==> src/hw/rtl/quadrature_decoder_velocity_defines.svh <==
// Assertion macros for the RTL; empty for synthesis.
`ifndef QUADRATURE_DECODER_VELOCITY_DEFINES_SVH
`define QUADRATURE_DECODER_VELOCITY_DEFINES_SVH

`ifndef SYNTHESIS
`define QDV_ASSERT(lbl, prop) \
  lbl: assert property (@(posedge clk_i) disable iff (!rst_ni) prop) \
    else $error("qdv assertion failed");
`define QDV_ASSERT_RST(lbl, prop) \
  lbl: assert property (@(posedge clk_i) prop) \
    else $error("qdv reset assertion failed");
`else
`define QDV_ASSERT(lbl, prop)
`define QDV_ASSERT_RST(lbl, prop)
`endif

`endif

==> src/hw/rtl/qdv_pkg.sv <==
`timescale 1ns / 1ps
package qdv_pkg;

  localparam int TIME_W  = 32;
  localparam int COUNT_W = 32;
  localparam int OUT_W   = 48;
  localparam int CONST_W = 36;
  localparam int DIV_W   = 50;
  localparam int PROD_W  = OUT_W + CONST_W;
  localparam int CPR_W   = 18;
  localparam int DT_W    = 35;

  localparam logic [CONST_W-1:0] TWO_PI_Q32 = 36'd26986075409;
  localparam logic [CONST_W-1:0] RATE_SCALE = 36'd65536000000;
  localparam logic [TIME_W-1:0]  TS_MAX     = 32'd500000;
  localparam logic [TIME_W-1:0]  TS_DEFAULT = 32'd1000;
  localparam logic [TIME_W-1:0]  TH_STALE   = 32'd100000;

  localparam logic [1:0] CMD_A    = 2'd0;
  localparam logic [1:0] CMD_B    = 2'd1;
  localparam logic [1:0] CMD_VEL  = 2'd2;
  localparam logic [1:0] CMD_ZERO = 2'd3;

  localparam logic REG_PPR  = 1'b0;
  localparam logic REG_QUAD = 1'b1;

  typedef struct packed {
    logic               start;
    logic               rate_c;  // 1: scale by 2^16 * 1e6, 0: by 2*pi * 2^32
    logic               neg;
    logic [OUT_W-1:0]   a;
    logic [DIV_W-1:0]   d;
  } md_req_t;

endpackage

==> src/hw/rtl/qdv_if.sv <==
`timescale 1ns / 1ps
interface qdv_in_if;
  logic                         valid;
  logic                         ready;
  logic [1:0]                   cmd;
  logic                         level;
  logic [qdv_pkg::TIME_W-1:0]   time_us;

  modport source (output valid, cmd, level, time_us, input ready);
  modport sink   (input valid, cmd, level, time_us, output ready);
endinterface

interface qdv_out_if;
  logic                                valid;
  logic                                ready;
  logic signed [qdv_pkg::COUNT_W-1:0]  position_count;
  logic signed [qdv_pkg::OUT_W-1:0]    angle_rad_q16;
  logic signed [qdv_pkg::OUT_W-1:0]    velocity_rad_q16;

  modport source (output valid, position_count, angle_rad_q16, velocity_rad_q16,
                  input ready);
  modport sink   (input valid, position_count, angle_rad_q16, velocity_rad_q16,
                  output ready);
endinterface

==> src/hw/rtl/qdv_muldiv.sv <==
`timescale 1ns / 1ps
// Bit-serial a*c/d: MSB-first shift-add multiply, then restoring division,
// one bit per cycle. Result saturated and signed.
module qdv_muldiv (
  input  logic                    clk_i,
  input  logic                    rst_ni,
  input  qdv_pkg::md_req_t        req_i,
  output logic                    done_o,
  output logic [qdv_pkg::OUT_W-1:0] res_o
);
  import qdv_pkg::*;

  localparam logic [1:0] PH_IDLE = 2'd0;
  localparam logic [1:0] PH_MUL  = 2'd1;
  localparam logic [1:0] PH_DIV  = 2'd2;
  localparam logic [1:0] PH_FIN  = 2'd3;

  logic [1:0]         ph_q, ph_d;
  logic [6:0]         cnt_q, cnt_d;
  logic [OUT_W-1:0]   a_q;
  logic [CONST_W-1:0] c_q;
  logic [DIV_W-1:0]   d_q;
  logic               neg_q;
  logic [PROD_W-1:0]  p_q;
  logic [DIV_W-1:0]   rem_q;

  logic [DIV_W:0]     remsh, remsub;
  logic               ge;
  logic [OUT_W-1:0]   sat, mag;

  assign remsh  = {rem_q, p_q[PROD_W-1]};
  assign ge     = remsh >= {1'b0, d_q};
  assign remsub = remsh - {1'b0, d_q};

  always_comb begin
    ph_d  = ph_q;
    cnt_d = cnt_q;
    case (ph_q)
      PH_IDLE: begin
        if (req_i.start) begin
          ph_d  = PH_MUL;
          cnt_d = 7'(CONST_W - 1);
        end
      end
      PH_MUL: begin
        if (cnt_q == '0) begin
          ph_d  = PH_DIV;
          cnt_d = 7'(PROD_W - 1);
        end else begin
          cnt_d = cnt_q - 7'd1;
        end
      end
      PH_DIV: begin
        if (cnt_q == '0) ph_d = PH_FIN;
        else cnt_d = cnt_q - 7'd1;
      end
      PH_FIN:  ph_d = PH_IDLE;
      default: ph_d = PH_IDLE;
    endcase
  end

  always_ff @(posedge clk_i or negedge rst_ni) begin
    if (!rst_ni) begin
      ph_q  <= PH_IDLE;
      cnt_q <= '0;
    end else begin
      ph_q  <= ph_d;
      cnt_q <= cnt_d;
    end
  end

  always_ff @(posedge clk_i) begin
    case (ph_q)
      PH_IDLE: begin
        if (req_i.start) begin
          a_q   <= req_i.a;
          c_q   <= req_i.rate_c ? RATE_SCALE : TWO_PI_Q32;
          d_q   <= req_i.d;
          neg_q <= req_i.neg;
          p_q   <= '0;
          rem_q <= '0;
        end
      end
      PH_MUL: begin
        p_q <= {p_q[PROD_W-2:0], 1'b0}
               + (c_q[CONST_W-1] ? {{CONST_W{1'b0}}, a_q} : '0);
        c_q <= {c_q[CONST_W-2:0], 1'b0};
      end
      PH_DIV: begin
        rem_q <= ge ? remsub[DIV_W-1:0] : remsh[DIV_W-1:0];
        p_q   <= {p_q[PROD_W-2:0], ge};
      end
      default: ;
    endcase
  end

  assign sat    = neg_q ? {1'b1, {(OUT_W-1){1'b0}}} : {1'b0, {(OUT_W-1){1'b1}}};
  assign mag    = (p_q > {{CONST_W{1'b0}}, sat}) ? sat : p_q[OUT_W-1:0];
  assign res_o  = neg_q ? (~mag + 48'd1) : mag;
  assign done_o = (ph_q == PH_FIN);

endmodule

==> src/hw/rtl/quadrature_decoder_velocity.sv <==
`timescale 1ns / 1ps
// Channel  Dir  Payload
// in_if    in   cmd[1:0], level, time_us[31:0]
// out_if   out  position_count[31:0], angle_rad_q16[47:0], velocity_rad_q16[47:0]
// apb      in   pulses_per_rev @0x0, quadrature_on @0x4
//
// One item at a time: an update state, then one shared bit-serial muldiv
// (shift-add multiply, then restoring divide) for the rate (velocity samples
// only), the angle and the velocity.
// Output register frees the core once the result is loaded; a stalled sink
// holds the next result in the core until the register empties.
// Reset is asynchronous, active low; no clearing pass.
`include "quadrature_decoder_velocity_defines.svh"
module quadrature_decoder_velocity (
  input  logic            clk_i,
  input  logic            rst_ni,
  qdv_in_if.sink          in_if,
  qdv_out_if.source       out_if,
  input  logic            psel,
  input  logic            penable,
  input  logic            pwrite,
  input  logic [2:0]      paddr,
  input  logic [31:0]     pwdata,
  output logic [31:0]     prdata,
  output logic            pready
);
  import qdv_pkg::*;

  localparam logic [3:0] S_IDLE    = 4'd0;
  localparam logic [3:0] S_UPD     = 4'd1;
  localparam logic [3:0] S_RATE_GO = 4'd2;
  localparam logic [3:0] S_RATE_WT = 4'd3;
  localparam logic [3:0] S_ANG_GO  = 4'd4;
  localparam logic [3:0] S_ANG_WT  = 4'd5;
  localparam logic [3:0] S_VEL_GO  = 4'd6;
  localparam logic [3:0] S_VEL_WT  = 4'd7;
  localparam logic [3:0] S_OUT     = 4'd8;

  logic [3:0]         state_q, state_d;
  logic [15:0]        ppr_q;
  logic               quad_q;

  logic [1:0]         cmd_q;
  logic               lvl_q;
  logic [TIME_W-1:0]  t_q;

  logic               lvl_a_q, lvl_b_q;
  logic [COUNT_W-1:0] cnt_q, cals_q;
  logic [TIME_W-1:0]  let_q, lst_q, lse_q;
  logic [OUT_W-1:0]   rate_q, ang_q, vel_q;
  logic               ang_neg_q, dn_neg_q, rate_go_q;
  logic [COUNT_W-1:0] ang_mag_q, dn_mag_q;
  logic [DT_W-1:0]    dt_q;

  logic               out_valid_q;
  logic [COUNT_W-1:0] out_pos_q;
  logic [OUT_W-1:0]   out_ang_q, out_vel_q;

  // update-cycle logic
  logic [COUNT_W-1:0] cnt_new, dn;
  logic [TIME_W-1:0]  ts_raw, ts, th;
  logic               edge_ev, old_neg, new_neg;
  logic [COUNT_W-1:0] old_mag, new_mag;
  logic [DT_W-1:0]    dt;
  logic               rate_go;

  logic [CPR_W-1:0]   cpr;
  logic [15:0]        ppr_eff;
  logic               vneg;
  logic [OUT_W-1:0]   vmag;
  md_req_t            md_req;
  logic               md_done;
  logic [OUT_W-1:0]   md_res;
  logic               in_acc, out_load;

  // APB
  assign pready = 1'b1;
  assign prdata = (paddr[2] == REG_QUAD) ? {31'b0, quad_q} : {16'b0, ppr_q};

  always_ff @(posedge clk_i or negedge rst_ni) begin
    if (!rst_ni) begin
      ppr_q  <= 16'd1024;
      quad_q <= 1'b1;
    end else if (psel && penable && pwrite) begin
      if (paddr[2] == REG_PPR) ppr_q <= pwdata[15:0];
      else quad_q <= pwdata[0];
    end
  end

  assign ppr_eff = (ppr_q == '0) ? 16'd1 : ppr_q;
  assign cpr     = quad_q ? {ppr_eff, 2'b00} : {2'b00, ppr_eff};

  // item update
  assign old_neg = cnt_q[COUNT_W-1];
  assign old_mag = old_neg ? (~cnt_q + 32'd1) : cnt_q;

  always_comb begin
    cnt_new = cnt_q;
    edge_ev = 1'b0;
    case (cmd_q)
      CMD_A: begin
        edge_ev = (lvl_q != lvl_a_q);
        if (edge_ev) cnt_new = (lvl_a_q == lvl_b_q) ? cnt_q + 32'd1 : cnt_q - 32'd1;
      end
      CMD_B: begin
        edge_ev = (lvl_q != lvl_b_q);
        if (edge_ev) cnt_new = (lvl_a_q != lvl_b_q) ? cnt_q + 32'd1 : cnt_q - 32'd1;
      end
      CMD_ZERO: cnt_new = '0;
      default:  cnt_new = cnt_q;
    endcase
  end

  assign new_neg = cnt_new[COUNT_W-1];
  assign new_mag = new_neg ? (~cnt_new + 32'd1) : cnt_new;

  assign ts_raw  = t_q - lst_q;
  assign ts      = (ts_raw == '0 || ts_raw > TS_MAX) ? TS_DEFAULT : ts_raw;
  assign th      = t_q - let_q;
  assign dn      = cnt_q - cals_q;
  assign dt      = {3'b0, ts} + {3'b0, lse_q} - {3'b0, th};
  // 2*dt > ts also implies dt > 0
  assign rate_go = (th <= TH_STALE) && (dn != '0) && !dt[DT_W-1]
                   && ({dt[DT_W-2:0], 1'b0} > {3'b0, ts});

  always_comb begin
    state_d = state_q;
    case (state_q)
      S_IDLE:    if (in_acc) state_d = S_UPD;
      S_UPD:     state_d = (cmd_q == CMD_VEL && rate_go) ? S_RATE_GO : S_ANG_GO;
      S_RATE_GO: state_d = S_RATE_WT;
      S_RATE_WT: if (md_done) state_d = S_ANG_GO;
      S_ANG_GO:  state_d = S_ANG_WT;
      S_ANG_WT:  if (md_done) state_d = S_VEL_GO;
      S_VEL_GO:  state_d = S_VEL_WT;
      S_VEL_WT:  if (md_done) state_d = S_OUT;
      S_OUT:     if (out_load) state_d = S_IDLE;
      default:   state_d = S_IDLE;
    endcase
  end

  assign in_if.ready = (state_q == S_IDLE);
  assign in_acc      = in_if.valid && in_if.ready;
  assign out_load    = (state_q == S_OUT) && (!out_valid_q || out_if.ready);

  assign vneg = rate_q[OUT_W-1];
  assign vmag = vneg ? (~rate_q + 48'd1) : rate_q;

  always_comb begin
    md_req = '0;
    case (state_q)
      S_RATE_GO: begin
        md_req.start  = 1'b1;
        md_req.rate_c = 1'b1;
        md_req.neg    = dn_neg_q;
        md_req.a      = {16'b0, dn_mag_q};
        md_req.d      = {15'b0, dt_q};
      end
      S_ANG_GO: begin
        md_req.start = 1'b1;
        md_req.neg   = ang_neg_q;
        md_req.a     = {16'b0, ang_mag_q};
        md_req.d     = {16'b0, cpr, 16'b0};
      end
      S_VEL_GO: begin
        md_req.start = 1'b1;
        md_req.neg   = vneg;
        md_req.a     = vmag;
        md_req.d     = {cpr, 32'b0};
      end
      default: md_req = '0;
    endcase
  end

  qdv_muldiv u_muldiv (
    .clk_i  (clk_i),
    .rst_ni (rst_ni),
    .req_i  (md_req),
    .done_o (md_done),
    .res_o  (md_res)
  );

  always_ff @(posedge clk_i or negedge rst_ni) begin
    if (!rst_ni) begin
      state_q     <= S_IDLE;
      out_valid_q <= 1'b0;
      lvl_a_q     <= 1'b0;
      lvl_b_q     <= 1'b0;
      cnt_q       <= '0;
      let_q       <= '0;
      lst_q       <= '0;
      lse_q       <= '0;
      cals_q      <= '0;
      rate_q      <= '0;
    end else begin
      state_q <= state_d;
      if (out_load) out_valid_q <= 1'b1;
      else if (out_if.ready) out_valid_q <= 1'b0;
      if (state_q == S_UPD) begin
        cnt_q <= cnt_new;
        if (cmd_q == CMD_A && edge_ev) lvl_a_q <= lvl_q;
        if (cmd_q == CMD_B && edge_ev) lvl_b_q <= lvl_q;
        if (edge_ev || cmd_q == CMD_ZERO) let_q <= t_q;
        if (cmd_q == CMD_VEL) begin
          lst_q  <= t_q;
          lse_q  <= th;
          cals_q <= cnt_q;
          if (th > TH_STALE) rate_q <= '0;
        end
      end
      if (state_q == S_RATE_WT && md_done) rate_q <= md_res;
    end
  end

  always_ff @(posedge clk_i) begin
    if (in_acc) begin
      cmd_q <= in_if.cmd;
      lvl_q <= in_if.level;
      t_q   <= in_if.time_us;
    end
    if (state_q == S_UPD) begin
      rate_go_q <= rate_go;
      dn_neg_q  <= dn[COUNT_W-1];
      dn_mag_q  <= dn[COUNT_W-1] ? (~dn + 32'd1) : dn;
      dt_q      <= dt;
      if (cmd_q == CMD_ZERO) begin
        ang_neg_q <= !old_neg && (old_mag != '0);
        ang_mag_q <= old_mag;
      end else begin
        ang_neg_q <= new_neg;
        ang_mag_q <= new_mag;
      end
    end
    if (state_q == S_ANG_WT && md_done) ang_q <= md_res;
    if (state_q == S_VEL_WT && md_done) vel_q <= md_res;
    if (out_load) begin
      out_pos_q <= cnt_q;
      out_ang_q <= ang_q;
      out_vel_q <= vel_q;
    end
  end

  assign out_if.valid            = out_valid_q;
  assign out_if.position_count   = out_pos_q;
  assign out_if.angle_rad_q16    = out_ang_q;
  assign out_if.velocity_rad_q16 = out_vel_q;

  `QDV_ASSERT_RST(a_rst_no_out, !rst_ni |-> !out_valid_q)
  `QDV_ASSERT(a_acc_to_upd, in_acc |=> state_q == S_UPD)
  `QDV_ASSERT(a_rate_only_vel, (state_q == S_RATE_GO) |-> (cmd_q == CMD_VEL && rate_go_q))
  `QDV_ASSERT(a_load_valid, out_load |=> out_valid_q)

endmodule
==> src/flat_wrapper.sv <==
// flat-port wrapper written by rule: the top's interface ports become plain ports
module quadrature_decoder_velocity_flat import qdv_pkg::*;
  (clk_i, rst_ni, psel, penable, pwrite, paddr, pwdata, prdata, pready, in_if_valid, in_if_cmd, in_if_level, in_if_time_us, in_if_ready, out_if_valid, out_if_position_count, out_if_angle_rad_q16, out_if_velocity_rad_q16, out_if_ready);
  qdv_in_if in_if_i ();
  qdv_out_if out_if_i ();
  input  logic clk_i;
  input  logic rst_ni;
  input  logic psel;
  input  logic penable;
  input  logic pwrite;
  input  logic [2:0] paddr;
  input  logic [31:0] pwdata;
  output logic [31:0] prdata;
  output logic pready;
  input wire logic [$bits(in_if_i.valid)-1:0] in_if_valid;
  input wire logic [$bits(in_if_i.cmd)-1:0] in_if_cmd;
  input wire logic [$bits(in_if_i.level)-1:0] in_if_level;
  input wire logic [$bits(in_if_i.time_us)-1:0] in_if_time_us;
  output wire logic [$bits(in_if_i.ready)-1:0] in_if_ready;
  output wire logic [$bits(out_if_i.valid)-1:0] out_if_valid;
  output wire logic [$bits(out_if_i.position_count)-1:0] out_if_position_count;
  output wire logic [$bits(out_if_i.angle_rad_q16)-1:0] out_if_angle_rad_q16;
  output wire logic [$bits(out_if_i.velocity_rad_q16)-1:0] out_if_velocity_rad_q16;
  input wire logic [$bits(out_if_i.ready)-1:0] out_if_ready;
  assign in_if_i.valid = in_if_valid;
  assign in_if_i.cmd = in_if_cmd;
  assign in_if_i.level = in_if_level;
  assign in_if_i.time_us = in_if_time_us;
  assign in_if_ready = in_if_i.ready;
  assign out_if_valid = out_if_i.valid;
  assign out_if_position_count = out_if_i.position_count;
  assign out_if_angle_rad_q16 = out_if_i.angle_rad_q16;
  assign out_if_velocity_rad_q16 = out_if_i.velocity_rad_q16;
  assign out_if_i.ready = out_if_ready;
  quadrature_decoder_velocity u_core (.clk_i(clk_i), .rst_ni(rst_ni), .in_if(in_if_i), .out_if(out_if_i), .psel(psel), .penable(penable), .pwrite(pwrite), .paddr(paddr), .pwdata(pwdata), .prdata(prdata), .pready(pready));
endmodule
==> config.mk <==
export PLATFORM = sky130hd
export DESIGN_NAME = quadrature_decoder_velocity_flat
export DESIGN_NICKNAME = d
export VERILOG_FILES = /design/src/hw/rtl/qdv_pkg.sv /design/src/hw/rtl/qdv_if.sv /design/src/hw/rtl/qdv_muldiv.sv /design/src/hw/rtl/quadrature_decoder_velocity.sv /design/src/flat_wrapper.sv
export VERILOG_INCLUDE_DIRS = /design/src /design/src/hw/rtl
export SDC_FILE = /design/constraint.sdc
export NUM_CORES = 2
export LEC_CHECK = 0
export BUFFER_PORTS_ARGS = -buffer_cell sky130_fd_sc_hd__buf_2
export CORE_MARGIN = 8
export CORE_UTILIZATION = 63
export DETAILED_ROUTE_END_ITERATION = 12
export HOLD_SLACK_MARGIN = 0.02
export PLACE_DENSITY = 0.81
export SYNTH_ARGS = -nofsm -noshare
export SYNTH_HDL_FRONTEND = slang
export SYNTH_SLANG_ARGS = --single-unit
==> constraint.sdc <==
create_clock -name clk_i -period 11.35 [get_ports clk_i]
set_input_delay 2.27 -clock clk_i [delete_from_list [all_inputs] [get_ports clk_i]]
set_output_delay 2.27 -clock clk_i [all_outputs]
set_load 0.02 [all_outputs]
Yosys cells after proc, flatten, opt, wreduce, memory -nomap -nowiden

Cells that the tools add are included.

Equality and inequality tests: 27
Bitwise logic cells: 6
Order comparisons: 6
Multiplexer cells: 52
Add/subtract/negate cells: 15
Reductions and logical operators: 50

Operator list:

| kind                    | count |
|---|---|
| $mux W48                | 9 |
| $pmux W99 S3            | 1 |
| $mux W32                | 8 |
| $pmux W84 S3            | 1 |
| $add A32 B1 Y32 const B | 4 |
| $mux W50                | 2 |
| $pmux W50 S2            | 1 |
| $add A48 B1 Y48 const B | 2 |
| $not A32 Y32            | 3 |
| $not A48 Y48            | 2 |
| $pmux W32 S3            | 1 |
| $sub A32 B32 Y32        | 3 |
| $add A84 B48 Y84        | 1 |
| $gt A84 B48 Y1          | 1 |
| $mux W84                | 1 |
| $mux W36                | 2 |
| $pmux W36 S2            | 1 |
| $reduce_bool A32 Y1     | 2 |
| $ge A51 B50 Y1          | 1 |
| $sub A50 B50 Y50        | 1 |
| $pmux W4 S9             | 1 |
| $gt A35 B32 Y1          | 1 |
| $sub A35 B32 Y35        | 1 |
| $add A32 B32 Y33        | 1 |
| other kinds (41)        | 105 |

Bits in registers: 870
Output and inout bits: 163
Bits of input ports: 77
Logic and storage cells: 190

Logic depth before layout (Yosys ltp)

Depth after elaboration: 12
Gate-level depth with buffers: 52
Depth with buffers taken out: 51

By module

From an unflattened synthesis, not the netlist that was laid out.

Cell total of the unflattened synthesis: 6092
Area, all modules: 57645.3 µm²

By module, submodules not included:

| module                      | cells an instance | instances | area an instance (µm²) | seq. area each (µm²) |
|---|---|---|---|---|
| quadrature_decoder_velocity | 3824              | 1         | 37081.8                | 16588.4 |
| qdv_muldiv                  | 2268              | 1         | 20563.5                | 8303.0 |

Least setup slack after synthesis

Ideal clock, no wire load.

Kind: register to register
Start point: reg u_core.t_q[3]
End point: reg u_core.state_q[2]
Cell stages (with the launch flop): 48
Slack: 2.417 ns
Path buffers: 2
Period minus slack after synthesis: 8.933 ns
Setup time: 0.111 ns
Data required time: 11.239 ns
Arrival time: 8.822 ns
Path through: edfxtp_1 -> ha_1 -> o21a_1 -> a21boi_1 -> o31ai_2 -> o31ai_2 -> and3_1 -> mux2i_1 -> a2111oi_0 -> and3b_1 -> and4bb_2 -> buf_1 -> nand2b_1 -> ha_1 -> inv_1 -> o21ai_0 -> a21o_1 -> a21oi_1 -> [12 not listed] -> o21bai_1 -> a21o_1 -> a21o_1 -> a21oi_1 -> inv_1 -> a21oi_1 -> xnor2_1 -> ha_1 -> a21oi_1 -> nor2b_1 -> o21ai_0 -> nand2b_1 -> a21o_1 -> a2111oi_0 -> o211a_1 -> a21oi_1 -> o311a_1 -> a2111oi_2

Elaborated cells between the ends (all ways): 17
Those cells by class: add/sub (4); order compare (3); mux (3); reduce/logical (7)

RTL lines:

| what                                                | line                               | RTL |
|---|---|---|
| start, declared                                     | quadrature_decoder_velocity.sv:45  | `logic [TIME_W-1:0] t_q;` |
| start signal, assigned                              | quadrature_decoder_velocity.sv:219 | `t_q <= in_if.time_us;` |
| $sub A32 B32 Y32                                    | quadrature_decoder_velocity.sv:117 | `assign ts_raw = t_q - lst_q;` |
| $gt A32 B19 Y1 or $logic_not A32 Y1 (tied branches) | quadrature_decoder_velocity.sv:118 | `assign ts = (ts_raw == '0 \|\| ts_raw > TS_MAX) ? TS_DEFAULT : ts_raw;` |
| $logic_or A1 B1 Y1                                  | quadrature_decoder_velocity.sv:118 |  |
| $mux W32                                            | quadrature_decoder_velocity.sv:118 |  |
| $add A32 B32 Y33                                    | quadrature_decoder_velocity.sv:121 | `assign dt = {3'b0, ts} + {3'b0, lse_q} - {3'b0, th};` |
| $sub A35 B32 Y35 *                                  | quadrature_decoder_velocity.sv:121 |  |
| named net u_core.dt[27]                             | quadrature_decoder_velocity.sv:64  | `logic [DT_W-1:0] dt;` |
| $gt A35 B32 Y1 *                                    | quadrature_decoder_velocity.sv:124 | `&& ({dt[DT_W-2:0], 1'b0} > {3'b0, ts});` |
| $logic_and A1 B1 Y1 *                               | quadrature_decoder_velocity.sv:124 |  |
| $logic_and A1 B1 Y1 *                               | quadrature_decoder_velocity.sv:130 | `S_UPD: state_d = (cmd_q == CMD_VEL && rate_go) ? S_RATE_GO : S_ANG_GO;` |
| $mux W3 *                                           | quadrature_decoder_velocity.sv:130 |  |
| $pmux W4 S9 *                                       | quadrature_decoder_velocity.sv:128 | `case (state_q)` |
| end signal, assigned                                | quadrature_decoder_velocity.sv:196 | `state_q <= state_d;` |
| end, declared                                       | quadrature_decoder_velocity.sv:39  | `logic [3:0] state_q, state_d;` |

The timed path passes the listed nets; every way through them passes the cells marked *.
A chain may end at the register's enable or synchronous reset.

Worst setup path after layout

Same ends and word-level chain as after synthesis.

==> flow_metrics.py <==
metrics = {
    "power_and_ir_drop": {
        "comb_power_share": 0.024,
        "power_frac_seq": 0.513,
        "p_int_w": 0.005227,
        "powerDensity_nw_per_um2": 109.5,
        "power_frac_clock": 0.463,
        "leakage_nw": 25.08,
        "power_switching_share": 0.2169,
        "peakVddDrop_v": 0.0001532,
        "p_sw_w": 0.001448,
    },
    "drt": {
        "wl_per_cell_um": 21.48,
        "firstDrtPassIters": 6,
        "drtIter0Drc": 4850,
        "wl_met1_um": 60480,
        "final_antenna_net_count": 0,
        "drt_wl_total_um": 153100,
        "wl_met3_um": 11180,
        "num_vias": 45701,
        "top_layer": "met5",
        "drc": 0,
        "routed-wl-met2_um": 72840,
        "vias_per_cell": 6.411,
    },
    "logic_synthesis": {
        "yosysSeqAreaShare": 0.4464,
        "ys_types": 104,
        "synth_top_area_frac": 0.3383,
        "yosysTopAreaCell": "edfxtp_1",
        "yosysWarningCount": 0,
        "synth_edf_count": 629,
        "syn-mean-instance-area_um2": 9.676,
        "netlist_top_cells_area": "edfxtp_1 (34%), dfrtp_1 (11%), ha_1 (7.7%)",
        "async_flop_share": 0.2770,
        "syn_inst": 5770,
        "synth-main-ff-cell": "edfxtp_1",
        "synth_area_um2": 55830,
        "ys_ff_latch": 870,
    },
    "timing": {
        "hold_violations": 0,
        "drv_slew": 0,
        "finalCritPeriodShare": 0.9464,
        "fin_crit_ns": 10.74,
        "fmax_mhz": 93.09,
        "worst_pin_slew_ns": 1.287,
        "holdWs_ns": 0.4112,
        "setup_tns_ns": 0,
        "rsz0062_at_grt": "no",
        "slew_headroom": 0.1199,
        "clock_skew_ns": 0.03969,
        "setup_violations": 0,
    },
    "clocking": {
        "cts_buffers": 93,
        "cts.clk_slew.worst_paths_ns": 0.06,
        "cts_root_buf": "clkbuf_16",
        "htreeDepth": 3,
        "insertion_delay_ns": 0.69,
        "clock_path_buffers": 3,
        "cts.sinks": 870,
        "tritoncts": "done",
    },
    "placed_design": {
        "place.gp.congestion": 0.9664,
        "io_buffers": 204,
        "placed_cell_area_um2": 57870,
        "place_hpwl_um": 108100,
    },
    "setup_path": {
        "rr_worst_depth": 44,
        "regToRegSetupSlack_ns": 0.61,
        "rr_startpoint": "u_core.t_q[3]",
        "crit_top_cell": "a21oi_1",
        "reg2reg_to": "u_core.state_q[2]",
        "required_ns": 11.90,
        "cp-end-kind": "flop",
        "worstPathArrival_ns": 11.29,
        "critPathMaxFanout": 17,
        "crit_type": "reg2reg",
        "crit_slowest_cell": "edfxtp_1",
        "slowest_delay_ns": 0.45,
        "crit_path_start_kind": "flop",
    },
    "floorplanning": {
        "die_h_um": 313.7,
        "die-area_um2": 98400,
        "die_w_um": 313.7,
        "rows": 109,
        "io_pins": 240,
        "design.core.area_um2": 88100,
        "initial_utilization": 0.6337,
    },
    "final_layout": {
        "diodes": 0,
        "drive_gt1_frac": 0.08954,
        "nets": 6311,
        "area_growth_pct": 9.211,
        "postLayoutCellArea_um2": 60970,
    },
    "global_route": {
        "track_usage": 0.2993,
        "antenna_found_initial": 3,
        "overflow": 0,
        "grt_pass1_vias": 43319,
        "grt_max_degree": 125,
        "grt_pass1_wl_um": 238400,
    },
    "hold_path": {
        "holdPathEnd": "u_core.out_if.angle_rad_q16[20]",
        "hold_path.startpoint": "u_core.ang_q[20]",
        "worstHoldPathType": "reg2reg",
        "whs_path_depth": 0,
    },
    "status": {
        "outcome": "finished clean",
    },
    "flow_run": {
        "maxCapViolCount": 0,
    },
}
timing repair:
item                                    4_1_cts  5_1_grt
hold buffers                                  0        0
hold endpoints to repair                      0        0
resized for setup                             0        6
setup buffers                                 0        0
endpoints found under the setup margin        0        2
metal layers:
layer	vias to the layer above	track usage
met3	468	0.04242
met4	4	0.1493
met5	-	0
li1	21421	-
met1	21783	0.3796
met2	2025	0.5021
state kept, by name, summed over array words and instances (netlist names), 7 cells and up:
name                            count
u_core.lst_q                       32
u_core.dn_mag_q                    32
u_core.u_muldiv.p_q                84
u_core.u_muldiv.cnt_q               7
u_core.cnt_q                       32
u_core.rate_q                      48
u_core.ppr_q                       16
u_core.ang_mag_q                   32
u_core.let_q                       32
u_core.u_muldiv.a_q                48
u_core.ang_q                       48
u_core.out_if.position_count       32
u_core.out_if.velocity_rad_q16     48
u_core.vel_q                       48
u_core.u_muldiv.c_q                36
u_core.lse_q                       32
u_core.u_muldiv.rem_q              50
u_core.u_muldiv.d_q                50
u_core.cals_q                      32
u_core.out_if.angle_rad_q16        48
u_core.dt_q                        35
u_core.t_q                         32
worst max path at each step:
stage                          from                 to  slack, ns
floorplan             u_core.t_q[3]  u_core.state_q[2]       2.42
global placement    u_core.lst_q[0]  u_core.state_q[2]       1.03
detailed placement    u_core.t_q[1]  u_core.state_q[2]       0.69
CTS                   u_core.t_q[1]  u_core.state_q[2]       0.60
global route          u_core.t_q[3]  u_core.state_q[2]       0.02
finish                u_core.t_q[3]  u_core.state_q[2]       0.61
through the flow:
stage | cells | setup WS (ns) | utilization | total power, W
floorplan | 5811 | 2.417 | - | 0.003570
global placement | 6954 | 1.029 | 0.6568 | 0.003633
detailed placement | 6954 | 0.6887 | 0.6568 | 0.003641
CTS | 7129 | 0.6000 | 0.6919 | 0.006705
global route | 7129 | 0.02119 | 0.6921 | 0.006834
finish | 7129 | 0.6081 | 0.6921 | 0.006675
worst max-delay path, delay by kind of cell, from the launching register on:
family,cells,cell delay (ns)
DFF,1,0.45
xor gates and xnor gates,2,0.47
buffers and inverters,1,0.06
adders and majority gates,4,1.10
and+or+nand+nor,10,2.34
AOI/OAI and AO/OA,27,6.21
cell families after synthesis:
group,synth area share
AO/OA/AOI/OAI,0.1910
XOR/XNOR,0.05679
adder cells (fa/ha/maj),0.07956
buffers and inverters,0.04415
flip-flops,0.4464
multiplexers,0.02394
other,0.0001345
AND/OR/NAND/NOR,0.1580
layout by cell type, fill, tap and decap left out, drive strengths merged, types with 27 or more instances in the layout:
cell	Yosys	final
a211oi	41	41
a21boi	27	27
a21o	138	138
a21oi	334	334
a22o	48	48
a22oi	74	74
a31oi	42	42
and2	95	95
and3	65	65
buf	65	263
clkbuf	220	131
clkinv	5	27
conb	2	43
dfrtp	239	239
edfxtp	629	629
ha	343	343
inv	334	340
mux2	28	28
mux2i	102	102
nand2	492	492
nand2b	70	70
nand3	107	107
nand4	97	97
nor2	391	391
nor2b	107	107
nor3	130	130
nor4	60	60
o211ai	30	30
o21a	54	54
o21ai	546	546
o21bai	39	39
o31ai	55	55
or3	51	51
or4	27	27
xnor2	225	225
xor2	137	137
cells in the mapped netlist (22+ instances only):
cell,count
edfxtp_1,629
o21ai_0,535
nand2_1,490
nor2_1,391
ha_1,343
a21oi_1,334
inv_1,334
dfrtp_1,239
xnor2_1,225
clkbuf_1,220
a21o_1,138
xor2_1,137
nor3_1,128
nand3_1,107
nor2b_1,107
mux2i_1,102
nand4_1,96
and2_1,92
a22oi_1,74
nand2b_1,70
and3_1,65
nor4_1,58
o21a_1,54
o31ai_1,52
or3_1,49
a22o_1,48
a31oi_1,42
a211oi_1,39
o21bai_1,39
o211ai_1,30
buf_1,28
mux2_2,28
a21boi_0,25
or4_1,24
or2_2,23
o41ai_1,22
power by group through the flow:
stage | Clock (W) | Sequential, W | Combinational, W
2_1_floorplan | 0 | 0.00347 | 0.000101
3_3_place_gp | 0 | 0.00348 | 0.000149
3_5_place_dp | 0 | 0.00349 | 0.000154
4_1_cts | 0.00313 | 0.00342 | 0.000156
5_1_grt | 0.00324 | 0.00342 | 0.000169
6_report | 0.00309 | 0.00342 | 0.000157
final cells by class:
cell class                      count  area (um2)
Inverter                          339        1276
Timing Repair Buffer              263        1474
Multi-Input combinational cell   4317       28750
Tap cell                         1165        1458
Clock inverter                     44       526.8
Clock buffer                      131        2561
Fill cell                        6644       27130
Sequential cell                   870       24920
Power figures use the tool's default switching activity.
